File: config.mk
export PLATFORM = sky130hd
export DESIGN_NAME = rc4_ctrl
export DESIGN_NICKNAME = d
export VERILOG_FILES = /design/src/rtl/rc4_pkg.sv /design/src/rtl/rc4_ctrl.sv
export SDC_FILE = /design/constraint.sdc
export NUM_CORES = 1
export LEC_CHECK = 0
export BUFFER_PORTS_ARGS = -buffer_cell sky130_fd_sc_hd__clkbuf_2
export CORE_AREA = 2 2 39 41
export DETAILED_ROUTE_END_ITERATION = 12
export DIE_AREA = 0 0 41 43
export GPL_TIMING_DRIVEN = 1
export HOLD_SLACK_MARGIN = 0.02
export SLEW_MARGIN = 20
export SYNTH_ARGS = -nofsm -noshare
export SYNTH_HDL_FRONTEND = slang
export SYNTH_SLANG_ARGS = --single-unit
File: constraint.sdc
create_clock -name clk -period 1.24 [get_ports clk]
set_input_delay 0 -clock clk [delete_from_list [all_inputs] [get_ports clk]]
set_output_delay 0 -clock clk [all_outputs]
set_load 0.03 [all_outputs]
File: src/rtl/rc4_pkg.sv
// Shared types and constants for the RC4 cipher engine.
package rc4_pkg;

  localparam int PERM_DEPTH = 256;

  typedef logic [7:0] byte_t;

  typedef enum logic [2:0] {
    ST_IDLE,
    ST_DJ,
    ST_DW1,
    ST_DW2,
    ST_KRD,
    ST_KJ,
    ST_KW1,
    ST_KW2
  } state_t;

  // Address source for the permutation read port
  typedef enum logic [2:0] {
    RD_NONE,
    RD_INEXT,
    RD_I,
    RD_JNXT,
    RD_T
  } rd_sel_t;

  typedef struct packed {
    logic    data_start;
    logic    key_write;
    logic    ks_start;
    rd_sel_t rd_sel;
    logic    j_step;
    logic    use_key;
    logic    wr_i;
    logic    wr_j;
    logic    out_load;
    logic    ks_step;
    logic    ks_done;
  } dp_cmd_t;

  typedef struct packed {
    logic i_last;
    logic out_busy;
  } dp_stat_t;

endpackage

File: src/rtl/rc4_ctrl.sv
// Sequencer for data items and the key schedule.
module rc4_ctrl (
  input  logic              clk,
  input  logic              rst_n,
  input  logic              in_valid,
  input  logic              in_mode,
  input  logic              in_last,
  output logic              in_ready,
  input  rc4_pkg::dp_stat_t stat,
  output rc4_pkg::dp_cmd_t  cmd
);

  rc4_pkg::state_t state_r;
  rc4_pkg::state_t state_nxt;

  always_ff @(posedge clk) begin
    if (!rst_n) begin
      state_r <= rc4_pkg::ST_IDLE;
    end else begin
      state_r <= state_nxt;
    end
  end

  always_comb begin
    state_nxt = state_r;
    unique case (state_r)
      rc4_pkg::ST_IDLE: begin
        if (in_valid) begin
          if (in_mode) begin
            state_nxt = rc4_pkg::ST_DJ;
          end else if (in_last) begin
            state_nxt = rc4_pkg::ST_KRD;
          end
        end
      end
      rc4_pkg::ST_DJ:  state_nxt = rc4_pkg::ST_DW1;
      rc4_pkg::ST_DW1: state_nxt = rc4_pkg::ST_DW2;
      rc4_pkg::ST_DW2: begin
        if (!stat.out_busy) begin
          state_nxt = rc4_pkg::ST_IDLE;
        end
      end
      rc4_pkg::ST_KRD: state_nxt = rc4_pkg::ST_KJ;
      rc4_pkg::ST_KJ:  state_nxt = rc4_pkg::ST_KW1;
      rc4_pkg::ST_KW1: state_nxt = rc4_pkg::ST_KW2;
      rc4_pkg::ST_KW2: begin
        state_nxt = stat.i_last ? rc4_pkg::ST_IDLE : rc4_pkg::ST_KRD;
      end
      default: state_nxt = rc4_pkg::ST_IDLE;
    endcase
  end

  always_comb begin
    in_ready = 1'b0;
    cmd      = '0;
    cmd.rd_sel = rc4_pkg::RD_NONE;
    unique case (state_r)
      rc4_pkg::ST_IDLE: begin
        in_ready = 1'b1;
        if (in_valid) begin
          if (in_mode) begin
            cmd.data_start = 1'b1;
            cmd.rd_sel     = rc4_pkg::RD_INEXT;
          end else begin
            cmd.key_write = 1'b1;
            cmd.ks_start  = in_last;
          end
        end
      end
      rc4_pkg::ST_DJ: begin
        cmd.rd_sel = rc4_pkg::RD_JNXT;
        cmd.j_step = 1'b1;
      end
      rc4_pkg::ST_DW1: begin
        cmd.wr_i   = 1'b1;
        cmd.rd_sel = rc4_pkg::RD_T;
      end
      rc4_pkg::ST_DW2: begin
        cmd.wr_j     = !stat.out_busy;
        cmd.out_load = !stat.out_busy;
      end
      rc4_pkg::ST_KRD: begin
        cmd.rd_sel = rc4_pkg::RD_I;
      end
      rc4_pkg::ST_KJ: begin
        cmd.rd_sel  = rc4_pkg::RD_JNXT;
        cmd.j_step  = 1'b1;
        cmd.use_key = 1'b1;
      end
      rc4_pkg::ST_KW1: begin
        cmd.wr_i = 1'b1;
      end
      rc4_pkg::ST_KW2: begin
        cmd.wr_j    = 1'b1;
        cmd.ks_step = 1'b1;
        cmd.ks_done = stat.i_last;
      end
      default: begin
        in_ready = 1'b0;
      end
    endcase
  end

endmodule

**After elaboration in Yosys (flattened, before gate mapping)**

Index checks and enable logic that the tools add are counted.

- Output and inout bits: 14
- Flip-flop bits (word level): 3
- Word-level logic and storage cells: 35
- Input bits: 7

- Equal/unequal tests: 10
- Mux-type cells: 19
- Reduce and logical (&&, ||, !) cells: 5

Operators by type and width:

| kind | count |
|---|---|
| $pmux 3 s8 | 1 |
| $mux 3 | 6 |
| $eq 3x3->1 const B | 4 |
| $pmux 3 s4 | 1 |
| $mux 1 | 7 |
| $eq 3x2->1 const B | 2 |
| $mux 6 | 1 |
| $mux 2 | 2 |
| $ne 2x2->1 const B | 2 |
| $reduce_or 2->1 | 2 |
| $eq 3x1->1 const B | 1 |
| $logic_not 3->1 | 1 |
| $ne 3x3->1 const B | 1 |
| $reduce_and 3->1 | 1 |
| $pmux 1 s2 | 1 |
| $logic_not 1->1 | 1 |

**Longest topological paths before layout**

Gate-level depths: netlist of the first run.

- Depth after elaboration: 4
- Mapped depth: 3
- Mapped depth without buffers: 3

**Least setup slack after synthesis of the first run**

No wires, ideal clock.

- Path type: register to output
- Start: register state_r[2]
- End: output cmd[11] (netlist name)
- Setup slack: -0.246 ns
- Cell stages (with the launch flop): 3
- Arrival time: 1.486 ns
- Path through: dfxtp_1 or3_4 nor3b_1

RTL lines:

| what | line | RTL |
|---|---|---|
| start, declared | rc4_ctrl.sv:13 | `rc4_pkg::state_t state_r;` |
| start signal, assigned | rc4_ctrl.sv:18 | `state_r <= rc4_pkg::ST_IDLE;` |
| start signal, assigned | rc4_ctrl.sv:20 | `state_r <= state_nxt;` |
| end, declared | rc4_ctrl.sv:10 | `output rc4_pkg::dp_cmd_t cmd` |

==> impl_metrics.csv, run 1 <==
group,metric,value,unit
grt,grt_overflow,0,
clocking,clk_pin_slew_worst_paths,0.03,ns
synth,synth_nets,41,
setup_path,rrSetupSlack,0.07,ns
grt,grt_pass1_wl,1145,um
finish,num_antenna_cells,0,
synth,yosys.area.top_type_share,23.41,%
finish,fin_nets,71,
synth,netlist-cell-type-count,25,
run,maxCapViolCount,0,
placed_design,placed_cells,71,
floorplanning,core,1384,um^2
timing,setup_slack,-0.07682,ns
placed_design,portBuffers,20,
synth,yosysMostFrequentCell,"dfxtp_1",
synth,ys_ff_latch,3,
clocking,cts_tree,"built",
power,p_int,357.2,uW
clocking,clockBufferDepth,2,
synth,syn_avg_cell_area,7.544,um^2
synth,synthesis.area,256.5,um^2
clocking,h-tree-depth,1,
clocking,cts_num_sinks,3,
setup_path,worst_setup_path_start_kind,"flip-flop",
finish,drive_gt1_share,65.08,%
timing,tightestPinTransition,0.2913,ns
synth,synth_cells,34,
placed_design,place_congestion,0.7036,
power,pwr-share-clk,29.0,%
route,finalWirelength,758,um
synth,synth-async-reset-ratio,0,%
clocking,clock_latency,0.23,ns
timing,period_share,106.2,%
timing,max_slew_margin,80.46,%
outcome,outcome,"finished with violations",
route,drcViolationCount,0,
power,combPwrFrac,51.0,%
finish,largest-register,"state_r",
grt,grt_pass1_vias,311,
placed_design,dp_hpwl,584.8,um
finish,largest_reg_flops,3,
outcome,violations,"setup timing",
worst_hold_path,hold_path_depth,3,
grt,grt_max_degree,11,
route,vias,333,
floorplanning,die_h,43,um
route,dr.pass1.iters,2,
placed_design,dpl_cell_area,399.1,um^2
timing,finalSetupViolations,3,
power,leakage,0.0002646,uW
route,avgViaCountPerCell,4.215,
synth,synth_area_leaders,"dfxtp_1, a2111oi_2, and2_1",
worst_hold_path,hold_start,"rst_n",
grt,track_usage,9.619,%
finish,final_cells,79,
setup_path,crit_fanout,3,
clocking,cts-root-buf,"clkbuf_4",
timing,post-route-min-period,1.317,ns
synth,yosysWarnings,0,
synth,synth_ff_type,"dfxtp_1",
power,switching_share,37.98,%
power,power_density,1078,nW/um^2
setup_path,endpoint_kind,"primary output",
setup_path,reg2reg_from,"state_r[0]",
setup_path,critical_path_class,"flip-flop to primary output",
setup_path,required,1.24,ns
power,p_seq_share,19.9,%
clocking,cts_made_buffers,3,
power,max-vdd-ir-drop,0.4495,mV
floorplanning,die_w,41,um
timing,slew_viol_final,0,
finish,syn_to_final_growth,108.3,%
floorplanning,num_rows,14,
grt,antenna_found_initial,0,
setup_path,worst-r2r-cell-count,5,
finish,fin_area,534.3,um^2
power,power,575.9,uW
finish,reg_top3,"state_r: 3 flops",
floorplanning,io_pins,21,
route,drt_iter0_markers,2,
synth,synth_area_leader_cell,"dfxtp_1",
power,p_switching,218.7,uW
setup_path,arrival,1.32,ns
route,post_drt_wl_per_cell,9.595,um
timing,hold_viol_final,0,
setup_path,critPathLaunch,"state_r[0]",
worst_hold_path,hold_class,"input pin to flip-flop",
timing,fin_skew,0.0002475,ns
floorplanning,dieArea,1763,um^2
timing,rsz0062_at_grt,"yes",
timing,max_freq,0.7594,GHz
floorplanning,start_util,18.54,%
route,antenna_left,0,
finish,fin_util,38.61,%
synth,synth_edf_count,0,
synth,ys_seq_area_share,23.41,%
kinds of logic (layout without fill, tap and decap cells):
family	Yosys count	count (layout)	share of synthesized area (%)
compound gates	6	6	19.02
simple gates	20	20	49.28
buf+inv	5	34	8.293
flops	3	3	23.42
power groups by stage:
stage               clock network [uW]  registers, uW  logic (uW)
global placement                     0            115         235
floorplan                            0            114         167
CTS                                178            114         271
finish                             167            115         294
global route                       177            115         315
detailed placement                   0            115         238
timing repair:
| item | in CTS | in global routing |
|---|---|---|
| gates resized for setup | 11 | 13 |
| setup buffers | 3 | 1 |
| cloned | 0 | 0 |
| endpoints found under the hold margin | 0 | 0 |
| pin swaps | 2 | 1 |
| setup endpoints to repair | 5 | 8 |
| hold buffers | 0 | 0 |
per-stage QoR:
step           hold slack, ns  setup slack (ns)  setup TNS, ns
2_1_floorplan         0.06797         0.0001382              0
3_3_place_gp           0.2803            0.1311              0
3_5_place_dp           0.2774            0.1257              0
4_1_cts               0.02773          -0.09570        -0.2583
5_1_grt               0.05735           -0.1162        -0.3398
6_report              0.03325          -0.07682        -0.2139
layout make-up:
class                      instances  area (um^2)
clock buffer                       4        26.28
timing repair buffer              27        206.4
fill                             147        849.6
sequential                         3        61.31
inverter                           3        11.26
multi-input combinational         26        209.0
tap                               16        20.02
worst max-delay path, stage by stage, from the launching register on:
cell	delay [ns]
dfxtp_1	0.30
or3_4	0.41
nor3_2	0.19
clkbuf_8	0.19
per-layer routing:
layer  global-route usage [%]  share of wire [%]
met1                    10.86                 43
met2                    14.69                 51
met3                    1.571                5.9
met4                    8.000                  0
met5                        0                  0
path summary, 6_finish.rpt:
kind,endpoint
setup reg to reg,state_r[0]
hold / removal,state_r[0]
hold reg to reg,state_r[1]
setup / recovery,cmd[10]
layout by cell type, fill, tap and decap left out, types with 2 or more instances in the layout:
cell type,n
inv_1,2
buf_2,2
nor3_2,2
and2_1,2
nor2b_1,2
dfxtp_1,2
nand2_1,2
clkbuf_2,11
nor2_1,2
clkbuf_8,4
buf_4,8
clkbuf_4,3
(Power assumes the default switching activity.)
==> run 2: changes to the inputs <==
--- a/config.mk
+++ b/config.mk
@@ -5,10 +5,11 @@
 export SDC_FILE = /design/constraint.sdc
 export NUM_CORES = 1
 export LEC_CHECK = 0
-export BUFFER_PORTS_ARGS = -buffer_cell sky130_fd_sc_hd__clkbuf_2
+export ABC_AREA = 1
 export CORE_AREA = 2 2 39 41
 export DETAILED_ROUTE_END_ITERATION = 12
 export DIE_AREA = 0 0 41 43
+export DONT_BUFFER_PORTS = 1
 export GPL_TIMING_DRIVEN = 1
 export HOLD_SLACK_MARGIN = 0.02
 export SLEW_MARGIN = 20
==> run 2 against run 1 <==
The run now ends clean. Clock skew is 0.0035 ns higher. Clock-buffer cell count stayed put. Clock power is 5% higher. Synthesized cell count is 24% higher. Global-route usage is 0.32 points higher. Die area stayed put. Utilization is 7.7 points lower. Sequential share of layout area is 3.4 points higher. Largest power group unchanged. Highest routed layer unchanged.
==> impl_metrics.csv, run 2 <==
group,metric,value,unit
clocking,cts_setup_buffers,0,
route,antenna_left,0,
timing,post-route-min-period,1.197,ns
placed_design,dpl_cell_area,337.8,um^2
finish,fin_area,427.9,um^2
clocking,clock_latency,0.24,ns
setup_path,crit_path_max_incr_delay,0.34,ns
placed_design,place_congestion,0.7751,
synth,synth_edf_count,0,
synth,ys_ff_latch,3,
setup_path,slowest_stage,"dfxtp_2",
setup_path,arrival,1.20,ns
floorplanning,die_w,41,um
synth,synth_nets,49,
grt,grt_overflow,0,
grt,gr-usage-met3,5.759,%
power,max-vdd-ir-drop,0.4500,mV
setup_path,endpoint_kind,"primary output",
route,drt_iter0_markers,2,
finish,fill_cells,167,
synth,synth_cells,42,
route,post_drt_wl_per_cell,10.16,um
route,avgViaCountPerCell,4.307,
route,drcViolationCount,0,
timing,fin_skew,0.003701,ns
timing,period_share,96.56,%
clocking,cts_tree,"built",
floorplanning,start_util,17.99,%
timing,max_slew_margin,83.08,%
clocking,clockBufferDepth,2,
timing,tightestPinTransition,0.2536,ns
finish,syn_to_final_growth,71.86,%
placed_design,placed_cells,67,
clocking,cts_made_buffers,3,
setup_path,worst_setup_path_start_kind,"flip-flop",
clocking,cts_num_sinks,3,
grt,top_usage_layer,"met2",
finish,num_antenna_cells,0,
floorplanning,die_h,43,um
floorplanning,num_rows,14,
synth,yosysMostFrequentCell,"nand2_1",
power,leakage,0.0002146,uW
clocking,h-tree-depth,1,
outcome,outcome,"complete, no violations",
grt,antenna_found_initial,0,
clocking,cts-root-buf,"clkbuf_4",
timing,max_freq,0.8352,GHz
floorplanning,core,1384,um^2
placed_design,dp_hpwl,539.5,um
placed_design,portBuffers,0,
grt,track_usage,9.940,%
synth,yosys.area.top_type_share,24.12,%
setup_path,critical_path_class,"flip-flop to primary output",
floorplanning,io_pins,21,
finish,fin_util,30.92,%
synth,synth-async-reset-ratio,0,%
finish,final_cell_mix,"buf_4, inv_1, nand2_1, nor2_1, dlygate4sd3_1",
finish,drive_gt1_share,45.76,%
synth,ys_seq_area_share,24.12,%
route,dr.pass1.iters,2,
floorplanning,dieArea,1763,um^2
finish,largest-register,"state_r",
timing,fin_setup_tns,0,ns
route,vias,323,
finish,final_common_cell,"buf_4",
timing,rsz0062_at_grt,"yes",
grt,grt_pass1_vias,314,
synth,synth_area_leaders,"dfxtp_1, nand2_1, inv_1",
power,power_density,1268,nW/um^2
timing,slew_viol_final,0,
synth,synthesis.area,249.0,um^2
clocking,clk_pin_slew_worst_paths,0.04,ns
timing,hold_viol_final,0,
synth,synth_area_leader_cell,"dfxtp_1",
setup_path,required,1.24,ns
finish,largest_reg_flops,3,
finish,reg_top3,"state_r: 3 flops",
synth,synth_ff_type,"dfxtp_1",
finish,final_cells,75,
worst_hold_path,hold_class,"input pin to flip-flop",
grt,use_met2,14.69,%
power,power,542.4,uW
setup_path,cp_top_family,"simple AND/OR/NAND/NOR gates",
finish,fin_nets,67,
timing,finalSetupViolations,0,
synth,yosysWarnings,0,
route,finalWirelength,762,um
setup_path,crit_fanout,6,
grt,grt_pass1_wl,1179,um
synth,syn_avg_cell_area,5.928,um^2
setup_path,path_cells,"inv_1 > nand2_1 > nor2_2 > nand3_2 > nand2_4",
synth,synth_commonest_cells,"nand2_1, inv_1, nor2_1",
run,maxCapViolCount,0,
grt,grt_max_degree,9,
setup_path,crit_buf_inv,1,
grt,gr-usage-met1,11.25,%
synth,netlist-cell-type-count,16,
==> run 2: cell types whose count changed in the layout (fill, tap and decap cells not counted), moves of 3 or more <==
cell / change
inv_1: +4
clkbuf_8: -4
clkbuf_2: -11
nor2_1: +4
nor2_2: +3
dlygate4sd3_1: +4
nand2_1: +4
==> run 2: metal layers <==
layer | wire, um | part of all wire, %
met5 | 0 | 0
met4 | 0 | 0
met3 | 71 | 9.3
met2 | 389 | 51
met1 | 301 | 40
==> run 2: path summary, 6_finish.rpt <==
kind | startpoint | depth (start not counted) | endpoint | slack, ns
min reg2reg | state_r[0] | 2 | state_r[0] | 0.59
min | in_mode | 4 | state_r[0] | 0.06
max reg2reg | state_r[0] | 6 | state_r[0] | 0.27
max | state_r[0] | 5 | cmd[7] | 0.04
==> run 2: through the flow <==
step	hold slack (ns)	setup slack, ns
detailed placement	0.1860	0.2145
global route	0.07776	-0.04296
finish	0.05649	0.04266
global placement	0.1739	0.2378
CTS	0.05288	-0.04171
floorplan	0.1153	0.03907
==> run 2: logic make-up (layout without fill, tap and decap cells) <==
| group | count (synthesis) | in the layout | synth area share, % |
|---|---|---|---|
| flip-flops | 3 | 3 | 24.12 |
| AO/OA/AOI/OAI | 7 | 7 | 16.58 |
| buffers and inverters | 9 | 26 | 16.58 |
| AND/OR/NAND/NOR | 23 | 23 | 42.72 |
==> run 2: layout make-up <==
class	instances	area (um^2)	share of cell area, %
Multi-Input combinational cell	30	167.7	39.18
Timing Repair Buffer	14	115.1	26.90
Sequential cell	3	63.81	14.91
Inverter	8	35.03	8.187
Clock buffer	4	26.28	6.140
Tap cell	16	20.02	4.678
==> run 2: tightest hold or removal path: stages <==
cell and delay [ns]:
inv_1 0.06, a21oi_1 0.07, nand2_1 0.07, a21oi_2 0.05
==> run 2: what timing repair did <==
action / CTS / global route
gates resized for setup: 1 / 9
hold endpoints to repair: 3 / 0
endpoints found under the setup margin: 3 / 5
hold buffers: 4 / 0
==> run 2: power breakdown <==
part / total, uW / switching, uW / internal [uW] / leakage [uW]
clock: 175 / 54.7 / 121 / 0.0000150
combinational: 236 / 161 / 75.2 / 0.000174
sequential: 130 / 20.6 / 110 / 0.0000258
total: 542 / 237 / 306 / 0.000215
==> run 3: changes to the inputs <==
==> constraint.sdc (replaced) <==
create_clock -name clk -period 1.51 [get_ports clk]
set_input_delay 0 -clock clk [delete_from_list [all_inputs] [get_ports clk]]
set_output_delay 0 -clock clk [all_outputs]
set_load 0.03 [all_outputs]
==> run 3 against run 2 <==
Sequential share of layout area grew 1.4 points. Largest power group unchanged. Wire length shrank 5.4%. Clock power shrank 18%. Global-route usage grew 0.71 points. Clock-buffer cell count is the same. Setup slack gained 0.068 ns. Design area shrank 8.8%. Power shrank 20%. Highest routed layer unchanged. Die area is the same. First-iteration DRC count grew to 5.0 times the previous value.
==> impl_metrics.csv, run 3 (synthesis results as in run 2) <==
group,metric,value,unit
placed_design,dpl_cell_area,325.3,um^2
finish,multiInputGateArea,152.6,um^2
grt,track_usage,10.65,%
timing,post-route-min-period,1.400,ns
finish,fill_cells,157,
route,post_drt_wl_per_cell,9.877,um
route,finalWirelength,721,um
power,power_density,1107,nW/um^2
timing,hold_viol_final,0,
power,leakage,0.0002071,uW
floorplanning,io_pins,21,
setup_path,required,1.63,ns
finish,fin_area,390.4,um^2
setup_path,worst_setup_path_start_kind,"flip-flop",
timing,rsz0062_at_grt,"no",
finish,final_cell_mix,"buf_4, nand2_1, inv_1",
timing,period_share,92.69,%
finish,largest-register,"state_r",
finish,fin_nets,65,
floorplanning,start_util,17.99,%
placed_design,dp_hpwl,562.7,um
clocking,cts_num_sinks,3,
route,drcViolationCount,0,
finish,reg_top3,"state_r: 3 flops",
timing,fin_skew,0.002372,ns
timing,max_slew_margin,63.50,%
timing,tightestPinTransition,0.5455,ns
route,avgViaCountPerCell,4.370,
setup_path,arrival,1.52,ns
route,vias,319,
worst_hold_path,hold_class,"input pin to flip-flop",
route,drt_iter0_markers,10,
finish,num_antenna_cells,0,
finish,register_area,63.81,um^2
timing,fin_setup_tns,0,ns
setup_path,critical_path_class,"flip-flop to flip-flop",
clocking,cts_tree,"built",
grt,grt_pass1_vias,312,
clocking,cts-root-buf,"clkbuf_4",
floorplanning,num_rows,14,
route,antenna_left,0,
route,dr.pass1.iters,2,
floorplanning,die_w,41,um
clocking,clock_latency,0.23,ns
finish,syn_to_final_growth,56.78,%
timing,max_freq,0.7145,GHz
finish,drive_gt1_share,36.84,%
grt,grt_pass1_wl,1214,um
clocking,clockBufferDepth,2,
placed_design,place_congestion,0.7692,
grt,antenna_found_initial,0,
grt,grt_overflow,0,
clocking,cts_made_buffers,3,
floorplanning,die_h,43,um
finish,largest_reg_flops,3,
clocking,clk_pin_slew_worst_paths,0.04,ns
floorplanning,dieArea,1763,um^2
setup_path,endpoint_kind,"flip-flop",
timing,finalSetupViolations,0,
power,max-vdd-ir-drop,0.3875,mV
timing,slew_viol_final,0,
placed_design,portBuffers,0,
setup_path,crit_fanout,8,
grt,grt_max_degree,9,
clocking,h-tree-depth,1,
power,power,432.2,uW
run,maxCapViolCount,0,
finish,final_common_cell,"buf_4",
floorplanning,core,1384,um^2
outcome,outcome,"complete, no violations",
-- run 3: layout make-up --
type	instances	share of cell area [%]
Sequential cell	3	16.35
Clock buffer	4	6.731
Timing Repair Buffer	12	25.00
Inverter	8	7.692
Multi-Input combinational cell	30	39.10
Tap cell	16	5.128
-- run 3: timing repair --
item | CTS | global route
endpoints found under the hold margin | 3 | 0
hold buffers | 3 | 0
setup buffers | 0 | 0
gates resized for setup | 0 | 4
endpoints found under the setup margin | 0 | 1
-- run 3: path summary, 6_finish.rpt --
kind                                 start          to  slack (ns)  depth (start not counted)
worst max register to register  state_r[1]  state_r[2]        0.11                          6
worst min-delay path              in_valid  state_r[0]        0.05                          4
worst max-delay path            state_r[1]  state_r[2]        0.11                          6
worst min register to register  state_r[0]  state_r[0]        0.58                          2
-- run 3: per-layer routing --
| metal | track usage [%] | share of wire, % |
|---|---|---|
| met5 | 0 | 0 |
| met4 | 6.000 | 0 |
| met3 | 6.806 | 10 |
| met2 | 14.69 | 52 |
| met1 | 11.94 | 38 |
-- run 3: critical path, stage by stage, from the launching register on --
cell and delay, ns:
dfxtp_2 0.41, nor2_4 0.06, nand2_2 0.07, nor2_2 0.04, nor2_1 0.11, nor2_1 0.05, dlygate4sd3_1 0.54
-- run 3: where the power goes --
| group | switching, uW | leakage (uW) | total, uW | internal, uW |
|---|---|---|---|---|
| registers | 17.1 | 0.0000258 | 107 | 90.2 |
| clock network | 43.5 | 0.0000150 | 143 | 99.1 |
| logic | 126 | 0.000166 | 182 | 56.7 |
| total | 186 | 0.000207 | 432 | 246 |
-- run 3: stage by stage --
step	utilization, %	hold slack (ns)	instances	setup WS [ns]
after floorplan	-	0.1153	42	0.2554
after global placement	23.51	0.1754	66	0.4957
after detailed placement	23.51	0.1784	66	0.4795
after CTS	27.58	0.04686	73	0.04537
after global routing	28.21	0.05827	73	0.02414
final	28.21	0.04681	73	0.1103
